File: src/rtl/scr_pkg.sv
// ----------------------------------------------------------------------------
// scr_pkg
// shared types, codes and helpers for the submission/completion ring controller
// ----------------------------------------------------------------------------
package scr_pkg;

  // field widths fixed by the item layout
  localparam int unsigned SlotW   = 10;
  localparam int unsigned StatusW = 8;
  localparam int unsigned QnumW   = 16;
  localparam int unsigned CodeW   = 8;
  localparam int unsigned DbIdxW  = 16;
  localparam int unsigned DbW     = 64;
  localparam int unsigned OutcomeW = 3;

  // stream payload widths, padded to whole bytes
  localparam int unsigned InDataW  = 24;
  localparam int unsigned OutDataW = 88;

  // apb register map
  localparam int unsigned AddrW = 4;
  localparam int unsigned DataW = 32;

  typedef enum logic [1:0] {
    REG_QUEUE_NUMBER  = 2'd0,
    REG_SUBMIT_CODE   = 2'd1,
    REG_COMPLETE_CODE = 2'd2
  } reg_idx_e;

  // request kind carried in the input tuser
  typedef enum logic {
    CMD_SUBMIT = 1'b0,
    CMD_POLL   = 1'b1
  } command_e;

  // result kind carried in the output tuser
  typedef enum logic [OutcomeW-1:0] {
    OUT_SUBMITTED = 3'd0,
    OUT_BUSY      = 3'd1,
    OUT_CPL_OK    = 3'd2,
    OUT_CPL_ERR   = 3'd3,
    OUT_NONE      = 3'd4
  } outcome_e;

  typedef struct packed {
    logic [QnumW-1:0] queue_number;
    logic [CodeW-1:0] submit_code;
    logic [CodeW-1:0] complete_code;
  } cfg_t;

  typedef struct packed {
    command_e           command;
    logic               entry_phase;
    logic [SlotW-1:0]   entry_sq_slot;
    logic [StatusW-1:0] entry_status;
  } item_t;

  typedef struct packed {
    outcome_e         outcome;
    logic [SlotW-1:0] slot_index;
    logic [SlotW-1:0] done_sq_slot;
    logic             doorbell_valid;
    logic [DbW-1:0]   doorbell_word;
  } result_t;

  // doorbell: queue number, command code, new index, zero priority
  function automatic logic [DbW-1:0] make_doorbell(input logic [QnumW-1:0]  qnum,
                                                   input logic [CodeW-1:0]  code,
                                                   input logic [DbIdxW-1:0] idx);
    make_doorbell = {16'h0000, idx, 8'h00, code, qnum};
  endfunction

endpackage

File: src/rtl/scr_regs.sv
// ----------------------------------------------------------------------------
// scr_regs
// apb configuration registers: queue number and the two doorbell codes
// ----------------------------------------------------------------------------
module scr_regs (
  input  logic                       clk_i,
  input  logic                       rst_ni,
  input  logic                       psel,
  input  logic                       penable,
  input  logic                       pwrite,
  input  logic [scr_pkg::AddrW-1:0]  paddr,
  input  logic [scr_pkg::DataW-1:0]  pwdata,
  output logic [scr_pkg::DataW-1:0]  prdata,
  output logic                       pready,
  output scr_pkg::cfg_t              cfg_o
);
  import scr_pkg::*;

  cfg_t     cfg_q;
  logic     wr_en;
  reg_idx_e reg_idx;

  assign pready  = 1'b1;
  assign wr_en   = psel && penable && pwrite;
  assign reg_idx = reg_idx_e'(paddr[3:2]);

  // register writes
  always_ff @(posedge clk_i or negedge rst_ni) begin
    if (!rst_ni) begin
      cfg_q.queue_number  <= '0;
      cfg_q.submit_code   <= '0;
      cfg_q.complete_code <= CodeW'(1);
    end else if (wr_en) begin
      case (reg_idx)
        REG_QUEUE_NUMBER:  cfg_q.queue_number  <= pwdata[QnumW-1:0];
        REG_SUBMIT_CODE:   cfg_q.submit_code   <= pwdata[CodeW-1:0];
        REG_COMPLETE_CODE: cfg_q.complete_code <= pwdata[CodeW-1:0];
        default: ;
      endcase
    end
  end

  // read mux
  always_comb begin
    unique case (reg_idx)
      REG_QUEUE_NUMBER:  prdata = DataW'(cfg_q.queue_number);
      REG_SUBMIT_CODE:   prdata = DataW'(cfg_q.submit_code);
      REG_COMPLETE_CODE: prdata = DataW'(cfg_q.complete_code);
      default:           prdata = '0;
    endcase
  end

  assign cfg_o = cfg_q;

endmodule

File: src/rtl/scr_engine.sv
// ----------------------------------------------------------------------------
// scr_engine
// ring pointers, full flag and phase, with the per-item result logic
// ----------------------------------------------------------------------------
module scr_engine #(
  parameter int unsigned RING_DEPTH = 1024
) (
  input  logic            clk_i,
  input  logic            rst_ni,
  input  logic            step_i,
  input  scr_pkg::item_t  item_i,
  input  scr_pkg::cfg_t   cfg_i,
  output scr_pkg::result_t result_o
);
  import scr_pkg::*;

  localparam int unsigned IdxW = (RING_DEPTH > 1) ? $clog2(RING_DEPTH) : 1;
  localparam logic [IdxW-1:0] LastIdx = IdxW'(RING_DEPTH - 1);

  logic [IdxW-1:0] sq_tail_q, sq_tail_d;
  logic [IdxW-1:0] sq_head_q, sq_head_d;
  logic [IdxW-1:0] cq_head_q, cq_head_d;
  logic            phase_q, phase_d;
  logic            full_q, full_d;

  logic [IdxW-1:0] tail_next, head_next;
  logic [31:0]     tail_ext, tail_next_ext, head_ext, head_next_ext;

  // wrapping increments
  assign tail_next = (sq_tail_q == LastIdx) ? '0 : sq_tail_q + IdxW'(1);
  assign head_next = (cq_head_q == LastIdx) ? '0 : cq_head_q + IdxW'(1);

  assign tail_ext      = 32'(sq_tail_q);
  assign tail_next_ext = 32'(tail_next);
  assign head_ext      = 32'(cq_head_q);
  assign head_next_ext = 32'(head_next);

  // result and next state
  always_comb begin
    sq_tail_d = sq_tail_q;
    sq_head_d = sq_head_q;
    cq_head_d = cq_head_q;
    phase_d   = phase_q;
    full_d    = full_q;
    result_o  = '{outcome: OUT_NONE, default: '0};
    case (item_i.command)
      CMD_SUBMIT: begin
        if (full_q) begin
          result_o.outcome = OUT_BUSY;
        end else begin
          result_o.outcome        = OUT_SUBMITTED;
          result_o.slot_index     = tail_ext[SlotW-1:0];
          result_o.doorbell_valid = 1'b1;
          result_o.doorbell_word  = make_doorbell(cfg_i.queue_number, cfg_i.submit_code,
                                                  tail_next_ext[DbIdxW-1:0]);
          sq_tail_d = tail_next;
          if (tail_next == sq_head_q) begin
            full_d = 1'b1;
          end
        end
      end
      CMD_POLL: begin
        if (item_i.entry_phase != phase_q) begin
          result_o.outcome = OUT_NONE;
        end else if (item_i.entry_status != '0) begin
          result_o.outcome      = OUT_CPL_ERR;
          result_o.slot_index   = head_ext[SlotW-1:0];
          result_o.done_sq_slot = item_i.entry_sq_slot;
        end else begin
          result_o.outcome        = OUT_CPL_OK;
          result_o.slot_index     = head_ext[SlotW-1:0];
          result_o.done_sq_slot   = item_i.entry_sq_slot;
          result_o.doorbell_valid = 1'b1;
          result_o.doorbell_word  = make_doorbell(cfg_i.queue_number, cfg_i.complete_code,
                                                  head_next_ext[DbIdxW-1:0]);
          full_d    = 1'b0;
          cq_head_d = head_next;
          sq_head_d = head_next;
          if (cq_head_q == LastIdx) begin
            phase_d = ~phase_q;
          end
        end
      end
      default: ;
    endcase
  end

  // state registers
  always_ff @(posedge clk_i or negedge rst_ni) begin
    if (!rst_ni) begin
      sq_tail_q <= '0;
      sq_head_q <= '0;
      cq_head_q <= '0;
      phase_q   <= 1'b1;
      full_q    <= 1'b0;
    end else if (step_i) begin
      sq_tail_q <= sq_tail_d;
      sq_head_q <= sq_head_d;
      cq_head_q <= cq_head_d;
      phase_q   <= phase_d;
      full_q    <= full_d;
    end
  end

endmodule

File: src/rtl/sq_cq_ring_controller.sv
// ----------------------------------------------------------------------------
// sq_cq_ring_controller
// host-side submission/completion ring controller with phase-bit completions
// ----------------------------------------------------------------------------
//  channel   | direction | carries
//  s_axis    | in        | tuser command, tdata phase / sq slot / status
//  m_axis    | out       | tuser outcome, tdata slots / doorbell flag / word
//  apb       | in        | queue number, submit code, complete code
//
//  one transfer in and one out per cycle when sustained and the result is not
//  stalled, set by the single result logic pass between the input register
//  and the result register. an input transfer loads the input register, and
//  its result loads the result register when the item steps.
//  rst_ni clears the ring pointers, full flag and valid flags; phase resets to one.
//  a stalled result holds the pipeline; the input register stays free to take
//  a transfer whenever it is empty or moving on.
// ----------------------------------------------------------------------------
module sq_cq_ring_controller #(
  parameter int unsigned RING_DEPTH = 1024
) (
  input  logic                          clk_i,
  input  logic                          rst_ni,
  // input stream
  input  logic                          s_axis_tvalid,
  output logic                          s_axis_tready,
  // [0] entry_phase, [10:1] entry_sq_slot, [18:11] entry_status, rest zero
  input  logic [scr_pkg::InDataW-1:0]   s_axis_tdata,
  // [0] command
  input  logic                          s_axis_tuser,
  // result stream
  output logic                          m_axis_tvalid,
  input  logic                          m_axis_tready,
  // [9:0] slot_index, [19:10] done_sq_slot, [20] doorbell_valid,
  // [84:21] doorbell_word, rest zero
  output logic [scr_pkg::OutDataW-1:0]  m_axis_tdata,
  // [2:0] outcome
  output logic [scr_pkg::OutcomeW-1:0]  m_axis_tuser,
  // configuration
  input  logic                          psel,
  input  logic                          penable,
  input  logic                          pwrite,
  input  logic [scr_pkg::AddrW-1:0]     paddr,
  input  logic [scr_pkg::DataW-1:0]     pwdata,
  output logic [scr_pkg::DataW-1:0]     prdata,
  output logic                          pready
);
  import scr_pkg::*;

  cfg_t    cfg;
  item_t   in_item_q;
  logic    in_valid_q;
  result_t res_d, res_q;
  logic    out_valid_q;
  logic    out_free;
  logic    step;
  logic    in_xfer;

  scr_regs u_regs (
    .clk_i   (clk_i),
    .rst_ni  (rst_ni),
    .psel    (psel),
    .penable (penable),
    .pwrite  (pwrite),
    .paddr   (paddr),
    .pwdata  (pwdata),
    .prdata  (prdata),
    .pready  (pready),
    .cfg_o   (cfg)
  );

  // handshake control
  assign out_free      = !out_valid_q || m_axis_tready;
  assign step          = in_valid_q && out_free;
  assign s_axis_tready = !in_valid_q || out_free;
  assign in_xfer       = s_axis_tvalid && s_axis_tready;

  // input register
  always_ff @(posedge clk_i or negedge rst_ni) begin
    if (!rst_ni) begin
      in_valid_q <= 1'b0;
    end else if (s_axis_tready) begin
      in_valid_q <= s_axis_tvalid;
    end
  end

  always_ff @(posedge clk_i) begin
    if (in_xfer) begin
      in_item_q.command       <= command_e'(s_axis_tuser);
      in_item_q.entry_phase   <= s_axis_tdata[0];
      in_item_q.entry_sq_slot <= s_axis_tdata[10:1];
      in_item_q.entry_status  <= s_axis_tdata[18:11];
    end
  end

  scr_engine #(
    .RING_DEPTH (RING_DEPTH)
  ) u_engine (
    .clk_i    (clk_i),
    .rst_ni   (rst_ni),
    .step_i   (step),
    .item_i   (in_item_q),
    .cfg_i    (cfg),
    .result_o (res_d)
  );

  // result register
  always_ff @(posedge clk_i or negedge rst_ni) begin
    if (!rst_ni) begin
      out_valid_q <= 1'b0;
    end else if (out_free) begin
      out_valid_q <= in_valid_q;
    end
  end

  always_ff @(posedge clk_i) begin
    if (step) begin
      res_q <= res_d;
    end
  end

  assign m_axis_tvalid = out_valid_q;
  assign m_axis_tuser  = res_q.outcome;
  assign m_axis_tdata  = {3'b000, res_q.doorbell_word, res_q.doorbell_valid,
                          res_q.done_sq_slot, res_q.slot_index};

  // checks
  a_ready_when_empty: assert property (@(posedge clk_i) disable iff (!rst_ni)
    !in_valid_q |-> s_axis_tready)
    else $error("input not ready while input register empty");

  a_doorbell_on_progress: assert property (@(posedge clk_i) disable iff (!rst_ni)
    out_valid_q |-> (res_q.doorbell_valid ==
                     (res_q.outcome == OUT_SUBMITTED || res_q.outcome == OUT_CPL_OK)))
    else $error("doorbell flag does not match outcome");

  a_idle_word_zero: assert property (@(posedge clk_i) disable iff (!rst_ni)
    (out_valid_q && !res_q.doorbell_valid) |-> (res_q.doorbell_word == '0))
    else $error("doorbell word set without doorbell");

  a_step_loads_result: assert property (@(posedge clk_i) disable iff (!rst_ni)
    step |=> out_valid_q)
    else $error("processed item produced no result");

endmodule
File: config.mk
export PLATFORM = sky130hd
export DESIGN_NAME = sq_cq_ring_controller
export DESIGN_NICKNAME = d
export VERILOG_FILES = /design/src/rtl/scr_pkg.sv /design/src/rtl/scr_regs.sv /design/src/rtl/scr_engine.sv /design/src/rtl/sq_cq_ring_controller.sv
export SDC_FILE = /design/constraint.sdc
export NUM_CORES = 1
export LEC_CHECK = 0
export BUFFER_PORTS_ARGS = -buffer_cell sky130_fd_sc_hd__buf_2
export CAP_MARGIN = 20
export CORE_ASPECT_RATIO = 1.2
export CORE_UTILIZATION = 40
export DETAILED_ROUTE_END_ITERATION = 12
export GPL_ROUTABILITY_DRIVEN = 0
export SETUP_SLACK_MARGIN = 0.1
export SLEW_MARGIN = 10
export SYNTH_ARGS = -nofsm -noshare
export SYNTH_HDL_FRONTEND = slang
export SYNTH_SLANG_ARGS = --single-unit
File: constraint.sdc
create_clock -name clk_i -period 4.9 [get_ports clk_i]
set_input_delay 0.735 -clock clk_i [delete_from_list [all_inputs] [get_ports clk_i]]
set_output_delay 0.735 -clock clk_i [all_outputs]
set_load 0.1 [all_outputs]
* Word level (Yosys, flattened, before mapping)
Index checks and enable logic that the tools add are counted.
Storage, ports and cells: register bits 164, input port bits 68, output and inout bits 126
Cells by class: $add $sub $neg 2, equality and inequality tests 8, muxes and demuxes 17, bitwise operators 5, reduce and logical (&&, ||, !) cells 18
Operator list (number):
- $mux W65 | 2
- $pmux W65 S2 | 1
- $mux W85 | 1
- $pmux W16 S3 | 1
- $mux W10 | 3
- $pmux W13 S2 | 1
- $mux W21 | 1
- $add A10 B1 Y10 const B | 2
- $eq A10 B10 Y1 const B | 2
- $eq A10 B10 Y1 | 1
- $reduce_bool A8 Y1 | 1
- $reduce_and A2 Y1 | 3
- $reduce_and A3 Y1 | 2
- $mux W1 | 5
- $not A1 Y1 | 5
- $reduce_and A5 Y1 | 1
- $logic_and A1 B1 Y1 | 4
- $ne A2 B2 Y1 const B | 2
- $reduce_and A4 Y1 | 1
- $mux W3 | 1
- $eq A2 B1 Y1 const B | 1
- $eq A2 B2 Y1 const B | 1
- $logic_not A1 Y1 | 2
- $logic_not A2 Y1 | 1
- 4 further kinds | 5

* Depth between registers and ports, before layout
Gate-level depths: netlist of run 1.
depth in word-level cells 6, depth in mapped cells 8, depth with buffers taken out 7

* Cells and area by module
From an unflattened synthesis of run 1, not the netlist that was laid out.
Second synthesis, totals: cells, all modules 538, area total of the unflattened synthesis 7243.2 µm²
By module, submodules not included:
- sq_cq_ring_controller | instances 1, cells an instance 120, area each 3373.2 µm²
- scr_engine | instances 1, cells an instance 293, area each 2267.2 µm²
- scr_regs | instances 1, cells an instance 125, area each 1602.8 µm²

* Least setup slack after synthesis of run 1
OpenSTA, ideal clock, no wires.
path type input-to-output, start input port paddr[2] (netlist name), end output port prdata[0] (netlist name), arrival time 3405 ps, setup slack 760 ps, stages on the path 3, cell sequence buf_1 -> mux2i_1 -> o21ai_0
Between the ends: longest elaborated chain between the ends 2, elaborated cells between the ends (all ways) 4, classes of those cells eq/ne (2); mux (1); reduce/logical (1)
Ends and longest elaborated chain:
- from (decl) | RTL line sq_cq_ring_controller.sv:42 | input logic [scr_pkg::AddrW-1:0] paddr,
- $eq A2 B2 Y1 (tied with other cells) | RTL line scr_regs.sv:45 | unique case (reg_idx)
- $pmux W16 S3 (*) | RTL line scr_regs.sv:45
- to (decl) | RTL line sq_cq_ring_controller.sv:44 | output logic [scr_pkg::DataW-1:0] prdata,
Mark *: on every way between the ends. The rest lies on a longest branch, timed or not.

* Final worst setup path of run 1
start input port paddr[3] (netlist name), end output port prdata[3] (netlist name)
Same word-level chain as after synthesis.

==> results of run 1 <==
## power by group through the flow
stage / logic, mW / clock network (mW) / registers [mW]
4_1_cts: 1.08 / 1.42 / 1.47
3_3_place_gp: 1.07 / 0 / 1.48
2_1_floorplan: 0.629 / 0 / 1.83
5_1_grt: 1.12 / 1.46 / 1.49
3_5_place_dp: 1.08 / 0 / 1.49
6_report: 1.08 / 1.39 / 1.47
## state kept, by name, summed over array words and instances, names as in the netlist, 3 cells and up
register and count:
m_axis_tdata 55, u_regs.cfg_o 32, in_item_q 20, u_engine.cq_head_q 10, u_engine.sq_tail_q 10, m_axis_tuser 3
## final timing paths
| kind | startpoint | end | slack [ns] | cells past startpoint |
|---|---|---|---|---|
| worst max-delay path | paddr[3] | prdata[3] | 1.84 | 5 |
| worst min-delay path | rst_ni | u_regs.cfg_o[31] | 0.46 | 2 |
| worst max register to register | in_item_q[19] | m_axis_tdata[55] | 2.44 | 4 |
| worst min register to register | in_valid_q | m_axis_tvalid | 0.50 | 1 |
| max in group asynchronous | rst_ni | u_engine.cq_head_q[7] | 3.93 | 2 |
| min in group clk_i | s_axis_tdata[11] | in_item_q[0] | 0.49 | 1 |
## cell type report
| type | count | area [sq um] | area share [%] |
|---|---|---|---|
| clock buffers | 21 | 450 | 5.95 |
| inverters | 9 | 33.8 | 0.446 |
| flip-flops and latches | 134 | 3750 | 49.5 |
| well taps | 208 | 260 | 3.44 |
| multi-input cells | 340 | 2240 | 29.6 |
| clock inverters | 11 | 195 | 2.58 |
| repair buffers | 126 | 646 | 8.53 |
## placed cells by master (no fill, tap or decap), types with 3 or more instances in the layout
cell type and count:
nor3_1 4, and4_1 4, mux2_2 32, buf_2 120, nand2_1 32, bufinv_16 5, or2_2 3, nand4_1 7
nand3_1 15, buf_4 6, dfrtp_1 54, o22ai_1 10, inv_1 9, edfxtp_1 78, nor2b_1 19, o21ai_0 25
mux2i_1 9, a21oi_1 8, clkbuf_1 3, and3_1 16, xor2_1 8, xnor2_1 21, nor2_1 15, conb_1 50
and2_1 11, a22o_1 16, clkbuf_16 17, nand2b_1 3
## metrics by stage
step,setup slack (ns),utilization [%]
5_1_grt,1.77,48.6
3_3_place_gp,1.88,44.4
2_1_floorplan,0.760,-
4_1_cts,1.86,48.6
6_report,1.84,48.6
3_5_place_dp,1.87,44.4
## layer usage
layer | part of all wire [%] | vias to the layer above | track usage (%) | wire (um)
met2 | 50 | 167 | 28.5 | 6760
li1 | - | 1971 | - | -
met5 | 0 | - | 0 | 0
met1 | 42 | 2062 | 21.7 | 5700
met3 | 5.6 | 21 | 3.89 | 760
met4 | 2.2 | 0 | 8.19 | 299
## critical path, stage by stage
cell and delay [ns]:
buf_2 0.25, nor2b_1 0.60, nand2_1 0.10, o21ai_0 0.14, buf_2 0.49
## logic make-up after synthesis
family / after synthesis
and+or+nand+nor: 141
DFF: 134
buffers and inverters: 92
AOI/OAI and AO/OA: 76
muxes: 41
xor gates and xnor gates: 30
adders and majority gates: 2
other: 2
==> flow_metrics.tcl, run 1 <==
set metrics [dict create \
    grt_first_pass_wirelength_mm 21.3 \
    cts_setup_buffers 0 \
    final_antenna_net_count 0 \
    synth_simple_gate_area_share_pct 12.4 \
    cts_sinks 134 \
    wl_mm 13.5 \
    cts_hold_buf 0 \
    antenna_found_initial 0 \
    p_int_mw 2.50 \
    synth_seq_cells 134 \
    routedWlPerCell_um 15.9 \
    syn_to_final_growth_pct 19.3 \
    max_cap_violations 0 \
    swShare_pct 36.5 \
    placed_cells 817 \
    fp.dieW_um 117 \
    ys_seq_area_share_pct 59.0 \
    drive_gt1_share_pct 31.2 \
    grt_pass1_vias 4043 \
    synth_top_cell_area_share_pct 36.9 \
    fin_cells 849 \
    root_buffer "clkbuf_16" \
    fp.dieH_um 140 \
    final-setup-viol-count 0 \
    synth-main-ff-cell "edfxtp_1" \
    clkPwrFrac_pct 35.2 \
    period_share_pct 62.5 \
    powerDensity_nw_per_um2 520 \
    endpoint_kind "primary output" \
    ys_top_cells_by_count "edfxtp_1 (78), dfrtp_1 (54), buf_4 (50), mux2_2 (32), nand2_1 (32)" \
    syn_area_per_cell_sq_um 12.3 \
    ys_types 51 \
    fin_worst_skew_ns 0.00782 \
    synthArstFlopShare_pct 41.8 \
    insertion_delay_ns 0.42 \
    nFillCells 1432 \
    overflow 0 \
    synth-compound-area-share_pct 7.94 \
    synth_fa_ha_area_share_pct 0.394 \
    syn_inst 518 \
    worst_pin_slew_ns 0.949 \
    hpwl_mm 9.30 \
    rows 50 \
    cp.required_ns 4.16 \
    seqPwrFrac_pct 37.4 \
    grt_start_max_net_pins 57 \
    status "finished clean" \
    yosys-top-cells-area "edfxtp_1 (37%), dfrtp_1 (21%), buf_4 (5.9%)" \
    synth.largest_area_cell "edfxtp_1" \
    cts_tree "done" \
    p_leak_nw 3.23 \
    irDropWorstVdd_uv 199 \
    period_minus_slack_ns 3.06 \
    grtUsageTotal_pct 17.4 \
    drt_pre_antenna_iters 4 \
    crit_type "primary input to primary output" \
    yosys-mux-area-fraction_pct 7.10 \
    final-max-slew-violation-count 0 \
    io_buffers 120 \
    cts_max_path_buffers 2 \
    final_area_sq_um 7570 \
    vias_per_cell 4.97 \
    worst-path-max-fanout 13 \
    diodes 0 \
    power.total_mw 3.94 \
    cp-start-kind "primary input" \
    rsz0062_at_grt "no" \
    p_sw_mw 1.44 \
    combPwrFrac_pct 27.4 \
    synth_xor_area_share_pct 4.36 \
    cts_buffers 17 \
    cts.reportedPaths.clkPinSlew_ns 0.06 \
    maxSlewHeadroom_pct 36.5 \
    cts_resized 0 \
    final_nets 698 \
    drt_iter0_drc 222 \
    io-pin-count 194 \
    hold_viol 0 \
    fmax_ghz 0.327 \
    vias 4221 \
    drc 0 \
    synth_top_family_by_area "simple AND/OR/NAND/NOR gates" \
    setup_tns_ns 0 \
    placedInstanceArea_sq_um 6920 \
    ys_warn_count 0 \
    hp-class "primary input to asynchronous set/reset pin" \
    synth.most_common_cell "edfxtp_1" \
    critPathArrivalTime_ns 2.33 \
    dieArea_sq_um 16400 \
    synth_edf_count 78 \
    initial_utilization_pct 40.7 \
    whs_ns 0.462 \
    netlist_area_sq_um 6350 \
    htreeDepth 4 \
    placeableCoreArea_sq_um 15600 \
]
Power figures use the tool's default switching activity.
==> run 2: changes to the inputs <==
PLACE_DENSITY = 0.67   (was unset)
clock period = 2.8 ns   (was 4.9 ns; I/O delays follow)
==> run 2 against run 1 <==
Against the previous run:
- worst setup slack worse by 1.4 ns
- combinational power increased by 77%
- critical endpoint is now m_axis_tdata[59]
- critical path depth shrank 1
- clock power is 73% higher
- largest power group unchanged
- sequential power rose by 75%
- design area is 0.78% higher
- sequential cell count unchanged
- clock-buffer cell count is the same
==> flow_metrics.tcl, run 2 (synthesis gave the netlist of run 1 again) <==
set metrics [dict create \
    status "finished clean" \
    drt_iter0_drc 282 \
    overflow 0 \
    irDropWorstVdd_uv 397 \
    fp.dieH_um 140 \
    grt_pass1_vias 4280 \
    drc 0 \
    powerDensity_nw_per_um2 903 \
    hpwl_mm 9.46 \
    worst_slack_ns 0.434 \
    placedInstanceArea_sq_um 6990 \
    grtUsageTotal_pct 17.9 \
    maxSlewHeadroom_pct 36.1 \
    cts_max_path_buffers 2 \
    period_share_pct 84.5 \
    seqPwrFrac_pct 37.4 \
    clkPwrFrac_pct 34.9 \
    placeableCoreArea_sq_um 15600 \
    period_minus_slack_ns 2.37 \
    worst_pin_slew_ns 0.954 \
    grt_start_max_net_pins 45 \
    cts_sinks 134 \
    max_cap_violations 0 \
    wl_mm 13.5 \
    fin_cells 853 \
    final-max-slew-violation-count 0 \
    routedWlPerCell_um 15.8 \
    critPathArrivalTime_ns 2.59 \
    antenna_found_initial 0 \
    cp.required_ns 3.03 \
    p_leak_nw 3.27 \
    drt_pre_antenna_iters 5 \
    nFillCells 1378 \
    whs_ns 0.0937 \
    final_antenna_net_count 0 \
    largest_reg_flops 55 \
    worst-path-max-fanout 15 \
    initial_utilization_pct 40.7 \
    vias 4265 \
    io-pin-count 194 \
    drive_gt1_share_pct 33.3 \
    combPwrFrac_pct 27.7 \
    pre_cts_ws_ns 0.478 \
    final_area_sq_um 7630 \
    root_buffer "clkbuf_16" \
    rsz0062_at_grt "no" \
    endpoint_kind "register" \
    cts_setup_buffers 0 \
    final_cell_mix "buf_2 (120), edfxtp_1 (78), dfrtp_1 (53)" \
    cts_buffers 17 \
    fin_worst_skew_ns 0.0109 \
    grt_first_pass_wirelength_mm 22.3 \
    cts_resized 0 \
    final_nets 702 \
    setup_tns_ns 0 \
    io_buffers 120 \
    utilization_pct 49.0 \
    insertion_delay_ns 0.41 \
    fmax_ghz 0.423 \
    power.total_mw 6.89 \
    hold_viol 0 \
    dieArea_sq_um 16400 \
    cp-start-kind "register" \
    final-setup-viol-count 0 \
    fp.dieW_um 117 \
    vias_per_cell 5.00 \
    p_int_mw 4.34 \
    cts_hold_buf 0 \
    rows 50 \
    swShare_pct 36.9 \
    cts_tree "done" \
    crit_type "register to register" \
    layout_commonest_cell "buf_2" \
    placed_cells 821 \
    cts.reportedPaths.clkPinSlew_ns 0.06 \
    syn_to_final_growth_pct 20.2 \
    hp-class "primary input to asynchronous set/reset pin" \
    p_sw_mw 2.54 \
    diodes 0 \
    htreeDepth 4 \
]
-- run 2: cell types whose count changed in the layout (fill, tap and decap cells not counted), moves of 2 or more --
cell | before | now
o21ai_2 | 0 | 8
o21ai_0 | 25 | 17
clkbuf_1 | 3 | 1
clkbuf_8 | 1 | 3
buf_4 | 6 | 10
-- run 2: critical path: stages, from the launching register on --
cell      delay, ns
edfxtp_1       0.62
inv_1          0.18
nor2_1         0.77
nand2_1        0.35
o22ai_1        0.26
-- run 2: layout make-up --
cell class | instances | area (sq um) | share of cell area, %
sequential | 134 | 3750 | 49.1
multi-input combinational | 340 | 2270 | 29.7
timing repair buffer | 130 | 676 | 8.86
clock buffer | 21 | 470 | 6.17
tap | 208 | 260 | 3.41
clock inverter | 11 | 173 | 2.26
inverter | 9 | 33.8 | 0.443
-- run 2: power groups by stage --
stage | Clock, mW | Sequential (mW) | Combinational, mW
floorplan | 0 | 3.20 | 1.12
detailed placement | 0 | 2.61 | 1.91
finish | 2.40 | 2.57 | 1.91
global placement | 0 | 2.60 | 1.89
global route | 2.55 | 2.61 | 1.99
CTS | 2.44 | 2.57 | 1.92
-- run 2: path summary, 6_finish.rpt --
| kind | start | end | slack, ns | cells after the start |
|---|---|---|---|---|
| min reg2reg | in_valid_q | m_axis_tvalid | 0.50 | 1 |
| max in group asynchronous | rst_ni | u_engine.phase_q | 1.82 | 2 |
| max reg2reg | in_item_q[19] | m_axis_tdata[59] | 0.43 | 4 |
| min in group clk_i | s_axis_tdata[13] | in_item_q[2] | 0.19 | 1 |
| max | in_item_q[19] | m_axis_tdata[59] | 0.43 | 4 |
| min | rst_ni | u_regs.cfg_o[16] | 0.09 | 1 |
-- run 2: routing by layer --
metal	up-vias	GRT usage [%]	share of wire, %
li1	1991	-	-
met1	2063	22.5	40
met2	190	29.6	51
met3	21	3.85	6.0
met4	0	7.59	2.2
met5	-	0	0
==> run 3: changes to the inputs <==
PLACE_DENSITY = unset   (was 0.67)
clock period = 2.34 ns   (was 2.8 ns; I/O delays follow)
==> run 3 against run 2 <==
Against the previous run:
- cell count up 1.8%
- clock-buffer cell count shrank 2
- sequential power grew 19%
- via count barely moved
- hold slack improved by 0.013 ns
- register-to-register slack worse by 0.18 ns
- critical endpoint is now m_axis_tdata[62]
- largest cell class unchanged
- largest power group unchanged
==> flow_metrics.tcl, run 3 (synthesis gave the netlist of run 1 again) <==
set metrics [dict create \
    max_cap_violations 0 \
    drive_gt1_share_pct 34.7 \
    crit_type "register to register" \
    vias 4261 \
    final-setup-viol-count 0 \
    grt_start_max_net_pins 53 \
    irDropWorstVdd_uv 556 \
    drt_iter0_drc 233 \
    powerDensity_nw_per_um2 1020 \
    p_leak_nw 3.33 \
    period_minus_slack_ns 2.09 \
    vias_per_cell 4.91 \
    drt_pre_antenna_iters 4 \
    slowest_delay_ns 0.54 \
    period_share_pct 89.3 \
    cpMaxStageDelayCell "dfrtp_1" \
    antenna_found_initial 1 \
    dieArea_sq_um 16400 \
    placed_cells 834 \
    drc 0 \
    fmax_ghz 0.479 \
    largest_reg_flops 55 \
    overflow 0 \
    fin_worst_skew_ns 0.00917 \
    fin_cells 868 \
    cts_buffers 17 \
    initial_utilization_pct 40.7 \
    cts_tree "done" \
    whs_ns 0.106 \
    hp-class "primary input to register" \
    cp.required_ns 2.49 \
    insertion_delay_ns 0.42 \
    final_area_sq_um 7800 \
    rows 50 \
    grt_first_pass_wirelength_mm 21.7 \
    worst-path-max-fanout 9 \
    final-max-slew-violation-count 0 \
    critPathArrivalTime_ns 2.24 \
    cts_sinks 134 \
    layout_commonest_cell "buf_2" \
    cts.reportedPaths.clkPinSlew_ns 0.06 \
    cts_setup_buffers 0 \
    hold_viol 0 \
    cts_max_path_buffers 2 \
    io_buffers 120 \
    hpwl_mm 9.81 \
    final_antenna_net_count 0 \
    final_cell_mix "buf_2 (112), edfxtp_1 (78), dfrtp_1 (53)" \
    routedWlPerCell_um 15.8 \
    status "finished clean" \
    placeableCoreArea_sq_um 15600 \
    cp-start-kind "register" \
    grt_pass1_vias 4236 \
    setup_tns_ns 0 \
    rsz0062_at_grt "no" \
    worst_pin_slew_ns 0.788 \
    wl_mm 13.7 \
    crit_chain "and3_1 -> and3_1 -> nand3_1 -> a21o_1 -> a21oi_1 -> o22ai_1" \
    cpMostUsedCell "and3_1" \
    fp.dieW_um 117 \
    placedInstanceArea_sq_um 7230 \
    final_nets 716 \
    reg2reg_depth 6 \
    syn_to_final_growth_pct 22.9 \
    root_buffer "clkbuf_16" \
    hold_path_depth 1 \
    maxSlewHeadroom_pct 47.1 \
    endpoint_kind "register" \
    htreeDepth 4 \
    fp.dieH_um 140 \
    io-pin-count 194 \
    grtUsageTotal_pct 17.7 \
]
-- run 3: metrics by stage --
| stage | power (mW) | setup slack (ns) | util [%] |
|---|---|---|---|
| 4_1_cts | 8.02 | 0.202 | 50.0 |
| 2_1_floorplan | 5.17 | 0.107 | - |
| 3_5_place_dp | 5.54 | 0.213 | 46.4 |
| 6_report | 7.95 | 0.251 | 50.1 |
| 3_3_place_gp | 5.51 | 0.289 | 46.4 |
| 5_1_grt | 8.26 | 0.119 | 50.1 |
-- run 3: repair_timing --
action / in CTS / in global routing
hold endpoints to repair: 29 / 0
setup endpoints to repair: 0 / 6
resized for setup: 0 / 2
hold buffers: 1 / 0
-- run 3: layer usage --
| metal | wire length, um | GRT usage [%] |
|---|---|---|
| met1 | 5720 | 22.0 |
| met2 | 6990 | 29.2 |
| met3 | 742 | 4.02 |
| met4 | 262 | 7.99 |
| met5 | 0 | 0 |
-- run 3: worst paths after layout --
kind	startpoint	end	slack [ns]
max	u_engine.cq_head_q[3]	m_axis_tdata[62]	0.25
min	s_axis_tdata[11]	in_item_q[0]	0.11
max reg2reg	u_engine.cq_head_q[3]	m_axis_tdata[62]	0.25
min reg2reg	in_valid_q	m_axis_tvalid	0.50
max in group asynchronous	rst_ni	u_engine.phase_q	1.48
min in group asynchronous	rst_ni	u_regs.cfg_o[28]	0.27
-- run 3: area by class of cell --
| class | instances | area [sq um] |
|---|---|---|
| diodes | 1 | 2.50 |
| clock buffers | 19 | 443 |
| inverters | 9 | 33.8 |
| fillers | 1374 | 7770 |
| flip-flops and latches | 134 | 3750 |
| clock inverters | 13 | 109 |
| multi-input cells | 340 | 2270 |
| repair buffers | 144 | 932 |
| well taps | 208 | 260 |
-- run 3: worst max-delay path: cells and delay by family (launching register included) --
kind	cells	cell delay (ns)
compound gates	3	0.54
flops	1	0.54
simple gates	3	0.74
-- run 3: where the power goes --
| part | total [mW] | internal (mW) | leakage, nW | switching, mW |
|---|---|---|---|---|
| combinational | 2.43 | 0.566 | 1.61 | 1.86 |
| clock | 2.46 | 1.48 | 0.259 | 0.977 |
| sequential | 3.06 | 2.86 | 1.46 | 0.200 |
